--- src/hw/rtl/rs3eq_pkg.sv ---
`default_nettype none

package rs3eq_pkg;

    localparam int STATE_BITS_DEF = 34;
    localparam int MAX_RUN_DEF    = 8;

    localparam int SAMPLE_W   = 16;
    localparam int COEF_W     = 16;
    localparam int GAIN_W     = 16;
    localparam int STEP_W     = 19;
    localparam int PHASE_W    = 20;
    localparam int BAND_W     = 47;
    localparam int FRAC_BITS  = 16;
    localparam int GAIN_SHIFT = 30;
    localparam int HIST_DEPTH = 3;
    localparam int CHAIN_LEN  = 4;

    localparam int ADDR_W = 5;
    localparam int DATA_W = 32;

    localparam logic [PHASE_W-1:0] PHASE_ONE     = 20'h10000;
    localparam logic [STEP_W-1:0]  STEP_RST      = 19'd65536;
    localparam logic [COEF_W-1:0]  LOW_COEF_RST  = 16'd7545;
    localparam logic [COEF_W-1:0]  HIGH_COEF_RST = 16'd42140;
    localparam logic [GAIN_W-1:0]  GAIN_RST      = 16'd16384;

    typedef enum logic [2:0] {
        REG_ENABLE,
        REG_STEP,
        REG_LOW_COEF,
        REG_HIGH_COEF,
        REG_LOW_GAIN,
        REG_MID_GAIN,
        REG_HIGH_GAIN
    } reg_idx_t;

    typedef enum logic [3:0] {
        ST_IDLE,
        ST_CHECK,
        ST_START,
        ST_POLE_LOAD,
        ST_POLE_MUL,
        ST_POLE_WB,
        ST_BAND,
        ST_GAIN_LOAD,
        ST_GAIN_MUL,
        ST_OUT_CALC,
        ST_EMIT
    } state_t;

    typedef struct packed {
        logic signed [SAMPLE_W-1:0] left_sample;
        logic signed [SAMPLE_W-1:0] right_sample;
    } frame_t;

    typedef struct packed {
        logic signed [SAMPLE_W-1:0] left_out;
        logic signed [SAMPLE_W-1:0] right_out;
        logic                       run_end;
    } result_t;

endpackage

`default_nettype wire

--- src/hw/rtl/resampler_with_three_band_eq.sv ---
// a bypassed frame goes from ST_IDLE to ST_EMIT and leaves unchanged through the output register
// an equalized output runs per channel 8 pole updates and 3 band gains
// on the bit-serial shift-add multiplier
// a frame gives up to MAX_RUN outputs, and src_stall holds off further frames until it is done
// reset: poles, history and phase cleared, registers at their reset values
`default_nettype none

module resampler_with_three_band_eq
    import rs3eq_pkg::*;
#(
    parameter int STATE_BITS = STATE_BITS_DEF,
    parameter int MAX_RUN    = MAX_RUN_DEF
)(
    input  logic              clk,
    input  logic              rst_n,
    input  logic              src_valid,
    output logic              src_stall,
    input  frame_t            src_data,
    output logic              dst_valid,
    input  logic              dst_stall,
    output result_t           dst_data,
    input  logic              psel,
    input  logic              penable,
    input  logic              pwrite,
    input  logic [ADDR_W-1:0] paddr,
    input  logic [DATA_W-1:0] pwdata,
    output logic [DATA_W-1:0] prdata,
    output logic              pready
);

    localparam int IW     = (STATE_BITS > 32) ? STATE_BITS : 32;
    localparam int DW     = IW + 1;
    localparam int AW     = (IW + 18 > 66) ? IW + 18 : 66;
    localparam int RW     = IW + 1;
    localparam int CW     = ((RW > BAND_W) ? RW : BAND_W) + 1;
    localparam int QW     = AW - GAIN_SHIFT;
    localparam int CNT_W  = $clog2(MAX_RUN + 1);
    localparam int BIT_W  = $clog2(COEF_W);
    localparam int NPOLE  = 4 * CHAIN_LEN;
    localparam int NHIST  = 2 * HIST_DEPTH;
    localparam logic [BIT_W-1:0] BIT_LAST = BIT_W'(COEF_W - 1);
    localparam logic signed [CW-1:0] BAND_MAX = CW'(64'sh0000_2000_0000_0000);
    localparam logic signed [CW-1:0] BAND_MIN = -BAND_MAX;

    function automatic logic signed [BAND_W-1:0] clamp_band(input logic signed [CW-1:0] v);
        logic signed [CW-1:0] r;
        begin
            if (v > BAND_MAX)
            begin
                r = BAND_MAX;
            end
            else if (v < BAND_MIN)
            begin
                r = BAND_MIN;
            end
            else
            begin
                r = v;
            end
            clamp_band = r[BAND_W-1:0];
        end
    endfunction

    state_t state_reg, state_next;

    logic                       enable_reg, enable_next;
    logic [STEP_W-1:0]          step_reg, step_next;
    logic [COEF_W-1:0]          low_coef_reg, low_coef_next;
    logic [COEF_W-1:0]          high_coef_reg, high_coef_next;
    logic [GAIN_W-1:0]          low_gain_reg, low_gain_next;
    logic [GAIN_W-1:0]          mid_gain_reg, mid_gain_next;
    logic [GAIN_W-1:0]          high_gain_reg, high_gain_next;

    logic [PHASE_W-1:0]         phase_reg, phase_next;
    logic [CNT_W-1:0]           count_reg, count_next;
    frame_t                     frame_reg, frame_next;
    logic                       bypass_reg, bypass_next;
    logic                       ch_reg, ch_next;
    logic                       chain_reg, chain_next;
    logic [1:0]                 stage_reg, stage_next;
    logic signed [IW-1:0]       in_reg, in_next;
    logic signed [STATE_BITS-1:0] l_reg, l_next;
    logic signed [BAND_W-1:0]   band_reg [3];
    logic signed [BAND_W-1:0]   band_next [3];
    logic [1:0]                 bsel_reg, bsel_next;
    logic signed [AW-1:0]       acc_reg, acc_next;
    logic signed [AW-1:0]       mcand_reg, mcand_next;
    logic [COEF_W-1:0]          mult_reg, mult_next;
    logic [BIT_W-1:0]           bit_reg, bit_next;
    result_t                    res_reg, res_next;
    logic                       out_valid_reg, out_valid_next;
    result_t                    out_data_reg, out_data_next;

    logic signed [STATE_BITS-1:0] pole_reg [NPOLE];
    logic signed [SAMPLE_W-1:0]   hist_reg [NHIST];

    logic                       accept;
    logic                       cfg_write;
    logic                       out_free;
    logic                       pole_we;
    logic                       hist_shift;
    logic [3:0]                 pole_idx;
    logic [2:0]                 hist_base;
    logic signed [STATE_BITS-1:0] pole_rd;
    logic signed [STATE_BITS-1:0] pole_new;
    logic signed [DW-1:0]       pole_diff;
    logic signed [AW-1:0]       pole_sum;
    logic signed [SAMPLE_W-1:0] cur_sample;
    logic signed [31:0]         x32;
    logic signed [31:0]         d32;
    logic signed [IW-1:0]       x_in;
    logic signed [RW-1:0]       h_raw;
    logic signed [RW-1:0]       m_raw;
    logic [GAIN_W-1:0]          gain_sel;
    logic [QW-1:0]              q_full;
    logic signed [SAMPLE_W-1:0] q_out;
    logic [PHASE_W-1:0]         phase_adv;
    logic [CNT_W-1:0]           count_inc;
    logic                       run_last;

    assign pready    = 1'b1;
    assign cfg_write = psel && penable && pwrite;
    assign dst_valid = out_valid_reg;
    assign dst_data  = out_data_reg;
    assign out_free  = !out_valid_reg || !dst_stall;

    // register read
    always_comb
    begin
        unique case (reg_idx_t'(paddr[4:2]))
            REG_ENABLE:    prdata = DATA_W'(enable_reg);
            REG_STEP:      prdata = DATA_W'(step_reg);
            REG_LOW_COEF:  prdata = DATA_W'(low_coef_reg);
            REG_HIGH_COEF: prdata = DATA_W'(high_coef_reg);
            REG_LOW_GAIN:  prdata = DATA_W'(low_gain_reg);
            REG_MID_GAIN:  prdata = DATA_W'(mid_gain_reg);
            REG_HIGH_GAIN: prdata = DATA_W'(high_gain_reg);
            default:       prdata = '0;
        endcase
    end

    // register write
    always_comb
    begin
        enable_next    = enable_reg;
        step_next      = step_reg;
        low_coef_next  = low_coef_reg;
        high_coef_next = high_coef_reg;
        low_gain_next  = low_gain_reg;
        mid_gain_next  = mid_gain_reg;
        high_gain_next = high_gain_reg;
        if (cfg_write)
        begin
            unique case (reg_idx_t'(paddr[4:2]))
                REG_ENABLE:    enable_next    = pwdata[0];
                REG_STEP:      step_next      = pwdata[STEP_W-1:0];
                REG_LOW_COEF:  low_coef_next  = pwdata[COEF_W-1:0];
                REG_HIGH_COEF: high_coef_next = pwdata[COEF_W-1:0];
                REG_LOW_GAIN:  low_gain_next  = pwdata[GAIN_W-1:0];
                REG_MID_GAIN:  mid_gain_next  = pwdata[GAIN_W-1:0];
                REG_HIGH_GAIN: high_gain_next = pwdata[GAIN_W-1:0];
                default:       enable_next    = enable_reg;
            endcase
        end
    end

    // shared arithmetic
    always_comb
    begin
        pole_idx   = {chain_reg, ch_reg, stage_reg};
        pole_rd    = pole_reg[pole_idx];
        pole_diff  = DW'(in_reg) - DW'(pole_rd);
        pole_sum   = AW'(pole_rd) + (acc_reg >>> FRAC_BITS);
        if ((&pole_sum[AW-1:STATE_BITS-1]) || !(|pole_sum[AW-1:STATE_BITS-1]))
        begin
            pole_new = pole_sum[STATE_BITS-1:0];
        end
        else if (pole_sum[AW-1])
        begin
            pole_new = {1'b1, {(STATE_BITS-1){1'b0}}};
        end
        else
        begin
            pole_new = {1'b0, {(STATE_BITS-1){1'b1}}};
        end

        cur_sample = ch_reg ? frame_reg.right_sample : frame_reg.left_sample;
        x32        = {cur_sample, 16'h0000};
        x_in       = IW'(x32);
        hist_base  = ch_reg ? 3'(HIST_DEPTH) : 3'd0;
        d32        = {hist_reg[3'(hist_base + 3'(HIST_DEPTH - 1))], 16'h0000};
        h_raw      = RW'(d32) - RW'(in_reg);
        m_raw      = RW'(in_reg) - RW'(l_reg);

        case (bsel_reg)
            2'd0:    gain_sel = low_gain_reg;
            2'd1:    gain_sel = mid_gain_reg;
            default: gain_sel = high_gain_reg;
        endcase

        // truncation toward zero, then saturation
        q_full = acc_reg[AW-1:GAIN_SHIFT]
               + QW'(acc_reg[AW-1] && (|acc_reg[GAIN_SHIFT-1:0]));
        if ((&q_full[QW-1:SAMPLE_W-1]) || !(|q_full[QW-1:SAMPLE_W-1]))
        begin
            q_out = q_full[SAMPLE_W-1:0];
        end
        else if (q_full[QW-1])
        begin
            q_out = {1'b1, {(SAMPLE_W-1){1'b0}}};
        end
        else
        begin
            q_out = {1'b0, {(SAMPLE_W-1){1'b1}}};
        end

        phase_adv = phase_reg + PHASE_W'(step_reg);
        count_inc = CNT_W'(count_reg + 1'b1);
        run_last  = !((phase_adv < PHASE_ONE) && (count_inc < CNT_W'(MAX_RUN)));
    end

    // next state
    always_comb
    begin
        state_next = state_reg;
        unique case (state_reg)
            ST_IDLE:
            begin
                if (src_valid)
                begin
                    state_next = enable_reg ? ST_CHECK : ST_EMIT;
                end
            end
            ST_CHECK:
            begin
                if ((phase_reg < PHASE_ONE) && (count_reg < CNT_W'(MAX_RUN)))
                begin
                    state_next = ST_START;
                end
                else
                begin
                    state_next = ST_IDLE;
                end
            end
            ST_START:     state_next = ST_POLE_LOAD;
            ST_POLE_LOAD: state_next = ST_POLE_MUL;
            ST_POLE_MUL:
            begin
                if (bit_reg == BIT_LAST)
                begin
                    state_next = ST_POLE_WB;
                end
            end
            ST_POLE_WB:
            begin
                if (chain_reg && (stage_reg == 2'(CHAIN_LEN - 1)))
                begin
                    state_next = ST_BAND;
                end
                else
                begin
                    state_next = ST_POLE_LOAD;
                end
            end
            ST_BAND:      state_next = ST_GAIN_LOAD;
            ST_GAIN_LOAD: state_next = ST_GAIN_MUL;
            ST_GAIN_MUL:
            begin
                if (bit_reg == BIT_LAST)
                begin
                    state_next = (bsel_reg == 2'd2) ? ST_OUT_CALC : ST_GAIN_LOAD;
                end
            end
            ST_OUT_CALC:  state_next = ch_reg ? ST_EMIT : ST_START;
            ST_EMIT:
            begin
                if (out_free)
                begin
                    state_next = bypass_reg ? ST_IDLE : ST_CHECK;
                end
            end
            default:      state_next = ST_IDLE;
        endcase
    end

    // control outputs
    always_comb
    begin
        src_stall  = (state_reg != ST_IDLE);
        accept     = (state_reg == ST_IDLE) && src_valid;
        pole_we    = (state_reg == ST_POLE_WB);
        hist_shift = (state_reg == ST_BAND);
    end

    // datapath
    always_comb
    begin
        phase_next     = phase_reg;
        count_next     = count_reg;
        frame_next     = frame_reg;
        bypass_next    = bypass_reg;
        ch_next        = ch_reg;
        chain_next     = chain_reg;
        stage_next     = stage_reg;
        in_next        = in_reg;
        l_next         = l_reg;
        band_next      = band_reg;
        bsel_next      = bsel_reg;
        acc_next       = acc_reg;
        mcand_next     = mcand_reg;
        mult_next      = mult_reg;
        bit_next       = bit_reg;
        res_next       = res_reg;
        out_valid_next = out_valid_reg && dst_stall;
        out_data_next  = out_data_reg;

        unique case (state_reg)
            ST_IDLE:
            begin
                if (accept)
                begin
                    frame_next  = src_data;
                    count_next  = '0;
                    ch_next     = 1'b0;
                    bypass_next = !enable_reg;
                    res_next.left_out  = src_data.left_sample;
                    res_next.right_out = src_data.right_sample;
                    res_next.run_end   = 1'b1;
                end
            end
            ST_CHECK:
            begin
                ch_next = 1'b0;
                if (!((phase_reg < PHASE_ONE) && (count_reg < CNT_W'(MAX_RUN))))
                begin
                    phase_next = (phase_reg >= PHASE_ONE) ? PHASE_W'(phase_reg - PHASE_ONE)
                                                         : '0;
                end
            end
            ST_START:
            begin
                chain_next = 1'b0;
                stage_next = '0;
                in_next    = x_in;
            end
            ST_POLE_LOAD:
            begin
                mcand_next = AW'(pole_diff);
                mult_next  = chain_reg ? high_coef_reg : low_coef_reg;
                acc_next   = AW'(1 << (FRAC_BITS - 1));
                bit_next   = '0;
            end
            ST_POLE_MUL, ST_GAIN_MUL:
            begin
                if (mult_reg[0])
                begin
                    acc_next = acc_reg + mcand_reg;
                end
                mcand_next = mcand_reg <<< 1;
                mult_next  = mult_reg >> 1;
                bit_next   = BIT_W'(bit_reg + 1'b1);
                if ((state_reg == ST_GAIN_MUL) && (bit_reg == BIT_LAST))
                begin
                    bsel_next = 2'(bsel_reg + 2'd1);
                end
            end
            ST_POLE_WB:
            begin
                in_next = IW'(pole_new);
                if (stage_reg == 2'(CHAIN_LEN - 1))
                begin
                    if (!chain_reg)
                    begin
                        l_next     = pole_new;
                        chain_next = 1'b1;
                        stage_next = '0;
                        in_next    = x_in;
                    end
                end
                else
                begin
                    stage_next = 2'(stage_reg + 2'd1);
                end
            end
            ST_BAND:
            begin
                band_next[0] = clamp_band(CW'(l_reg));
                band_next[1] = clamp_band(CW'(m_raw));
                band_next[2] = clamp_band(CW'(h_raw));
                bsel_next    = '0;
                acc_next     = '0;
            end
            ST_GAIN_LOAD:
            begin
                mcand_next = AW'(band_reg[bsel_reg]);
                mult_next  = gain_sel;
                bit_next   = '0;
            end
            ST_OUT_CALC:
            begin
                if (!ch_reg)
                begin
                    res_next.left_out = q_out;
                    ch_next           = 1'b1;
                end
                else
                begin
                    res_next.right_out = q_out;
                    res_next.run_end   = run_last;
                    phase_next         = phase_adv;
                    count_next         = count_inc;
                end
            end
            ST_EMIT:
            begin
                if (out_free)
                begin
                    out_valid_next = 1'b1;
                    out_data_next  = res_reg;
                end
            end
            default:
            begin
                bsel_next = bsel_reg;
            end
        endcase
    end

    always_ff @(posedge clk or negedge rst_n)
    begin
        if (!rst_n)
        begin
            state_reg     <= ST_IDLE;
            enable_reg    <= 1'b0;
            step_reg      <= STEP_RST;
            low_coef_reg  <= LOW_COEF_RST;
            high_coef_reg <= HIGH_COEF_RST;
            low_gain_reg  <= GAIN_RST;
            mid_gain_reg  <= GAIN_RST;
            high_gain_reg <= GAIN_RST;
            phase_reg     <= '0;
            count_reg     <= '0;
            bypass_reg    <= 1'b0;
            ch_reg        <= 1'b0;
            chain_reg     <= 1'b0;
            stage_reg     <= '0;
            bsel_reg      <= '0;
            bit_reg       <= '0;
            out_valid_reg <= 1'b0;
        end
        else
        begin
            state_reg     <= state_next;
            enable_reg    <= enable_next;
            step_reg      <= step_next;
            low_coef_reg  <= low_coef_next;
            high_coef_reg <= high_coef_next;
            low_gain_reg  <= low_gain_next;
            mid_gain_reg  <= mid_gain_next;
            high_gain_reg <= high_gain_next;
            phase_reg     <= phase_next;
            count_reg     <= count_next;
            bypass_reg    <= bypass_next;
            ch_reg        <= ch_next;
            chain_reg     <= chain_next;
            stage_reg     <= stage_next;
            bsel_reg      <= bsel_next;
            bit_reg       <= bit_next;
            out_valid_reg <= out_valid_next;
        end
    end

    // payload
    always_ff @(posedge clk)
    begin
        frame_reg    <= frame_next;
        in_reg       <= in_next;
        l_reg        <= l_next;
        band_reg     <= band_next;
        acc_reg      <= acc_next;
        mcand_reg    <= mcand_next;
        mult_reg     <= mult_next;
        res_reg      <= res_next;
        out_data_reg <= out_data_next;
    end

    // pole and history storage
    always_ff @(posedge clk or negedge rst_n)
    begin
        if (!rst_n)
        begin
            for (int i = 0; i < NPOLE; i++)
            begin
                pole_reg[i] <= '0;
            end
            for (int j = 0; j < NHIST; j++)
            begin
                hist_reg[j] <= '0;
            end
        end
        else
        begin
            if (pole_we)
            begin
                pole_reg[pole_idx] <= pole_new;
            end
            if (hist_shift)
            begin
                hist_reg[3'(hist_base + 3'd2)] <= hist_reg[3'(hist_base + 3'd1)];
                hist_reg[3'(hist_base + 3'd1)] <= hist_reg[hist_base];
                hist_reg[hist_base]            <= cur_sample;
            end
        end
    end

    a_count_bound: assert property (@(posedge clk) disable iff (!rst_n)
        count_reg <= CNT_W'(MAX_RUN))
        else $error("output count beyond limit");

    a_phase_idle: assert property (@(posedge clk) disable iff (!rst_n)
        (state_reg == ST_IDLE) |-> !phase_reg[PHASE_W-1])
        else $error("phase out of range between frames");

    a_accept_busy: assert property (@(posedge clk) disable iff (!rst_n)
        (src_valid && !src_stall) |=> (state_reg != ST_IDLE))
        else $error("transaction taken without work started");

    a_emit_load: assert property (@(posedge clk) disable iff (!rst_n)
        ((state_reg == ST_EMIT) && out_free) |=> out_valid_reg)
        else $error("result not loaded into output register");

endmodule

`default_nettype wire
--- config.mk ---
export PLATFORM = sky130hd
export DESIGN_NAME = resampler_with_three_band_eq
export DESIGN_NICKNAME = d
export VERILOG_FILES = /design/src/hw/rtl/rs3eq_pkg.sv /design/src/hw/rtl/resampler_with_three_band_eq.sv
export SDC_FILE = /design/constraint.sdc
export NUM_CORES = 2
export LEC_CHECK = 0
export BUFFER_PORTS_ARGS = -buffer_cell sky130_fd_sc_hd__buf_2
export CORE_ASPECT_RATIO = 0.5
export CORE_MARGIN = 8
export CORE_UTILIZATION = 45
export CTS_CLUSTER_SIZE = 24
export DETAILED_ROUTE_END_ITERATION = 7
export HOLD_SLACK_MARGIN = 0.12
export SYNTH_ARGS = -nofsm -noshare
export SYNTH_HDL_FRONTEND = slang
export SYNTH_SLANG_ARGS = --single-unit
--- constraint.sdc ---
create_clock -name clk -period 6.61 [get_ports clk]
set_input_delay 0.661 -clock clk [delete_from_list [all_inputs] [get_ports clk]]
set_output_delay 0.661 -clock clk [all_outputs]
set_load 0.01 [all_outputs]
# == After elaboration in Yosys (flattened, before gate mapping) ==
# Cells that the tools add are included.
# word_totals
regBits,1235
inputBits,76
out_inout_bits,68
wordCells,273
# classes
n_addsub,14
n_lt_le_gt_ge,20
eq_ne,32
mux,80
n_bitwise,6
n_reduce_logical,63
# ops
cell,count
$bwmux W544,1
$pmux W66 S3,2
$bwmux W96,3
$mux W34,7
$mux W47,5
$mux W16,14
$bmux W16 S3,3
$demux W16 S3,3
$bmux W34 S4,1
$demux W34 S4,1
$pmux W19 S7,1
$bmux W47 S2,1
$gt A35 B47 Y1 const B,2
$lt A35 B46 Y1 const B,2
$sub A34 B34 Y35,2
$pmux W34 S2,1
$add A66 B66 Y66,1
$mux W66,1
$pmux W33 S2,1
$mux W20,3
$add A34 B50 Y51,1
$pmux W16 S3,1
$gt A34 B47 Y1 const B,1
$lt A34 B46 Y1 const B,1
64 further kinds,156

# == Depth between registers and ports, before layout ==
# logic_depth
ltp_word,12
mapped_depth,23
depth_no_buf,17

# == Least setup slack after synthesis ==
# Ideal clock, no wire load.
# synth_path
kind,reg-to-reg
start,register state_reg[0]
end,"register mcand_reg[0], enable pin"
setup_time_ps,636
arrival_time_ps,6576
t_required_ps,5974
setup_slack_ps,-602
path_stages_with_launch,4
n_path_buf,1
synth_period_minus_slack_ps,7212
cell_sequence,dfrtp_1 -> clkbuf_1 -> nand2_1 -> o21ai_0
# synth_via
elab_chain_len,3
word_cells_on_any_way,6
classes_between,4 x eq/ne; 2 x reduce/logical
# synth_rtl
element,line,source
"start, declared",resampler_with_three_band_eq.sv:64,"state_t state_reg, state_next;"
"start signal, assigned",resampler_with_three_band_eq.sv:453,state_reg <= state_next;
$eq A4 B4 Y1 / $eq A4 B3 Y1 (equally long branches),resampler_with_three_band_eq.sv:317,unique case (state_reg)
$reduce_or A2 Y1,resampler_with_three_band_eq.sv:317,
$reduce_bool A3 Y1 (no source line) (*),n/a,
"end signal, assigned",resampler_with_three_band_eq.sv:481,mcand_reg <= mcand_next;
"end, declared",resampler_with_three_band_eq.sv:87,"logic signed [AW-1:0] mcand_reg, mcand_next;"
# Mark *: on every way between the ends. The rest lies on a longest branch, timed or not.
# A chain may end at the register's enable or synchronous reset.

# == Worst setup path after layout ==
# layout_path
start,register stage_reg[0]
end,register pole_reg[196] (netlist bit)
# layout_via
elab_chain_len,10
word_cells_on_any_way,17
classes_between,1 x add/sub; 2 x order compare; 8 x mux; 1 x bitwise; 5 x reduce/logical
# layout_rtl
element,line,source
"start, declared",resampler_with_three_band_eq.sv:80,"logic [1:0] stage_reg, stage_next;"
"start signal, assigned",resampler_with_three_band_eq.sv:466,stage_reg <= stage_next;
$not A4 Y5 (not written as such) (*),"resampler_with_three_band_eq.sv:171, resampler_with_three_band_eq.sv:505",
$bmux W34 S4,resampler_with_three_band_eq.sv:171,pole_rd = pole_reg[pole_idx];
$mux W34 (not written as such) (2 in series),resampler_with_three_band_eq.sv:171,
$add A34 B50 Y51,resampler_with_three_band_eq.sv:173,pole_sum = AW'(pole_rd) + (acc_reg >>> FRAC_BITS);
$reduce_or A33 Y1,resampler_with_three_band_eq.sv:174,if ((&pole_sum[AW-1:STATE_BITS-1]) || !(|pole_sum[AW-1:STATE_BITS-1]))
$logic_not A1 Y1,resampler_with_three_band_eq.sv:174,
$logic_or A1 B1 Y1,resampler_with_three_band_eq.sv:174,
$mux W34,resampler_with_three_band_eq.sv:174,
$bwmux W544 (*),resampler_with_three_band_eq.sv:505,pole_reg[pole_idx] <= pole_new;
"end signal, assigned by index",resampler_with_three_band_eq.sv:505,
"end, declared",resampler_with_three_band_eq.sv:94,logic signed [STATE_BITS-1:0] pole_reg [NPOLE];
# Mark *: on every way between the ends. The rest lies on a longest branch, timed or not. The select of a mux whose other input is x is not followed.

==> results.tsv <==
metric	value	unit
wire length per cell	24.5	µm
post-synthesis instance total	5863	
Vias/cell	5.99	
Cell variety after synth	96	
HP Class	input port to flop	
setup violators final	0	
H-tree depth	3	
Reg clk slew, reported paths	60	ps
die area	155000	µm²
clk root buf	clkbuf_16	
Yosys top cell by area	dfrtp_1	
Adder-Cell Fraction of Synth Area	4.73	%
Iter 0 DRT Violations	4553	
slowest CP cell	mux4_2	
Clock Path Buffers	3	
utilization after layout	50.8	%
Yosys top cell area share	29.7	%
ys flop type	dfrtp_1	
reg2reg start	stage_reg[0]$_DFFE_PN0P_	
Hold Path Depth	1	
crit path kind	flop to flop	
Area growth syn-to-layout	12.7	%
Ports	144	
Num Clock Sinks	1198	
GRT Overall Usage	24.6	%
critical-path cell list	buf_12 > buf_12 > buf_4 > mux4_2 > mux4_2 > ha_1 > and3_1 > and3_1 > a22o_1 > nor3_4 > o311ai_4 > a31o_2 > a311oi_1 > xor2_1 > nand4b_1 > o21a_1 > buf_12 > nor3_2 > buf_4 > a21oi_1	
final non-filler cell total	7991	
Crit path max-delay family	compound AO/OA/AOI/OAI gates	
R2R Path End	pole_reg[196]$_DFFE_PN0P_	
largest net degree at the start of global routing	192	
CP peak stage delay	630	ps
met2 wire len	90400	µm
crit end category	flop	
Post-Syn Area per Cell	10.9	µm²
mux contribution to synthesized area	10.9	%
unrepaired setup endpoints after global routing	yes	
Worst R2R Setup Slack	230	ps
row count	98	
CTS tree	yes	
placed cells	7771	
DP HPWL	134000	µm
M1 wire length	85100	µm
Area contributors post-synth	dfrtp_1 (30%), edfxtp_1 (20%), mux4_2 (6.0%)	
final hold violation count	0	
most frequent cells in the layout	nor2_1 (773), dfrtp_1 (755), a21oi_1 (649), edfxtp_1 (418), nand2_1 (365)	
Hold Crit Endpoint	frame_reg[26]$_DFFE_PP_	
Mapped Area	64100	µm²
most common cell after layout, fill and taps aside	nor2_1	
worst-skew pair later-pin latency	730	ps
total congestion overflow	0	
Pre-Repair DR Iteration Count	6	
CP Launch Type	flop	
fraction of layout cells with a size suffix above 1	20.0	%
WL final	196000	µm
first-pass GRT wire length	295000	µm
hold path start	src_data[26]	
vias in the first global route	47500	
Async S/R FF share, synth	65.1	%
Die Ht	283	µm
Worst Reg-to-Reg Cells	20	
Least-Margin Pin Slew	1230	ps
Period minus WS final	6380	ps
WP buf/inv	5	
post-synthesis xor/xnor area fraction	3.06	%
fin crit share	96.6	%
topmost layer with routed signal wires	met4	
die width	550	µm
Worst EP required	7200	ps
Final nets	6314	
# Max-Cap Violations	0	
Final Skew	40.0	ps
worst-path fanout max	18	
synthesis-stage register bit count	1198	
status	finished, final reports clean	
Pins Over Slew Limit	0	
f_max	157	MHz
Rel. slew slack	18.2	%
Post-Synth Simple-Gate Area	11.3	%
Compound-Gate Fraction of Synth Area	16.2	%
Crit path top cell by count	buf_12	
vias	47800	
Core Footprint	142000	µm²
CP Data Arrival Time	6980	ps
wire length on met3	14600	µm
max reg flops	544	
GPL Wtd Cong	0.919	
EDFF count, synth	418	
drt drc	0	
Num CTS Buffers	110	
sequential cell area fraction in the yosys report	50.1	%
port bufs	114	
Initial Util	45.1	%
largest family of logic cells by synthesized area	compound AO/OA/AOI/OAI gates	
initial antenna violation count	6	
synth warn	0	
final antenna-violating net count	0	
[per-stage QoR]
| stage | instance area (µm²) | hold WS [ps] | setup WS, ps | setup TNS [ps] |
|---|---|---|---|---|
| after global routing | 72200 | 138 | -26.7 | -118 |
| after CTS | 72100 | 127 | 56.7 | 0 |
| final | 72200 | 187 | 225 | 0 |
| after floorplan | 64100 | 365 | 254 | 0 |
| after detailed placement | 68400 | 405 | 133 | 0 |
| after global placement | 68400 | 401 | 130 | 0 |
[layout make-up]
| type | instances | area, µm² |
|---|---|---|
| Fill cell | 12400 | 69900 |
| Clock buffer | 166 | 3240 |
| Timing Repair Buffer | 374 | 3480 |
| Multi-Input combinational cell | 4148 | 30000 |
| Antenna cell | 1 | 2.50 |
| Inverter | 167 | 627 |
| Sequential cell | 1198 | 32100 |
| Tap cell | 1900 | 2380 |
| Clock inverter | 37 | 360 |
[Yosys cell counts (119+ instances only)]
cell type,count
nor2_1,791
dfrtp_1,760
a21oi_1,653
edfxtp_1,418
nand2_1,366
o21ai_0,242
ha_1,234
clkbuf_1,224
mux2_2,215
mux4_2,170
inv_1,167
a21oi_2,162
xnor2_1,128
a21o_1,119
[worst max-delay path by stage]
stage,from,end,slack (ps),cells after the start
final,stage_reg[0]$_DFFE_PN0P_,pole_reg[196]$_DFFE_PN0P_,230,20
after CTS,stage_reg[1]$_DFFE_PN0P_,in_reg[22]$_DFFE_PP_,60,18
after global placement,stage_reg[0]$_DFFE_PN0P_,in_reg[22]$_DFFE_PP_,130,19
after detailed placement,stage_reg[0]$_DFFE_PN0P_,in_reg[22]$_DFFE_PP_,130,19
after floorplan,stage_reg[0]$_DFFE_PN0P_,in_reg[32]$_DFFE_PP_,250,22
after global routing,stage_reg[0]$_DFFE_PN0P_,pole_reg[154]$_DFFE_PN0P_,-30,20
[layer usage]
layer	global-route usage, %	vias up
met4	7.24	0
met1	34.2	24200
met5	0	-
li1	-	21500
met2	40.2	1782
met3	3.96	319
[cells by family after synthesis]
group	Yosys count
compound gates	1589
xor+xnor	224
fa+ha+maj	239
buf+inv	529
flops	1198
mux	459
other cells	2
simple gates	1623
[timing repair]
| item | 4_1_cts | 5_1_grt |
|---|---|---|
| endpoints found under the hold margin | 54 | 0 |
| gates resized for setup | 0 | 7 |
| setup buffers | 0 | 5 |
| hold buffers | 11 | 0 |
| endpoints found under the setup margin | 0 | 350 |
Power is not shown: default switching activity piles up to over one toggle a cycle in this logic, so the estimate is an artifact.
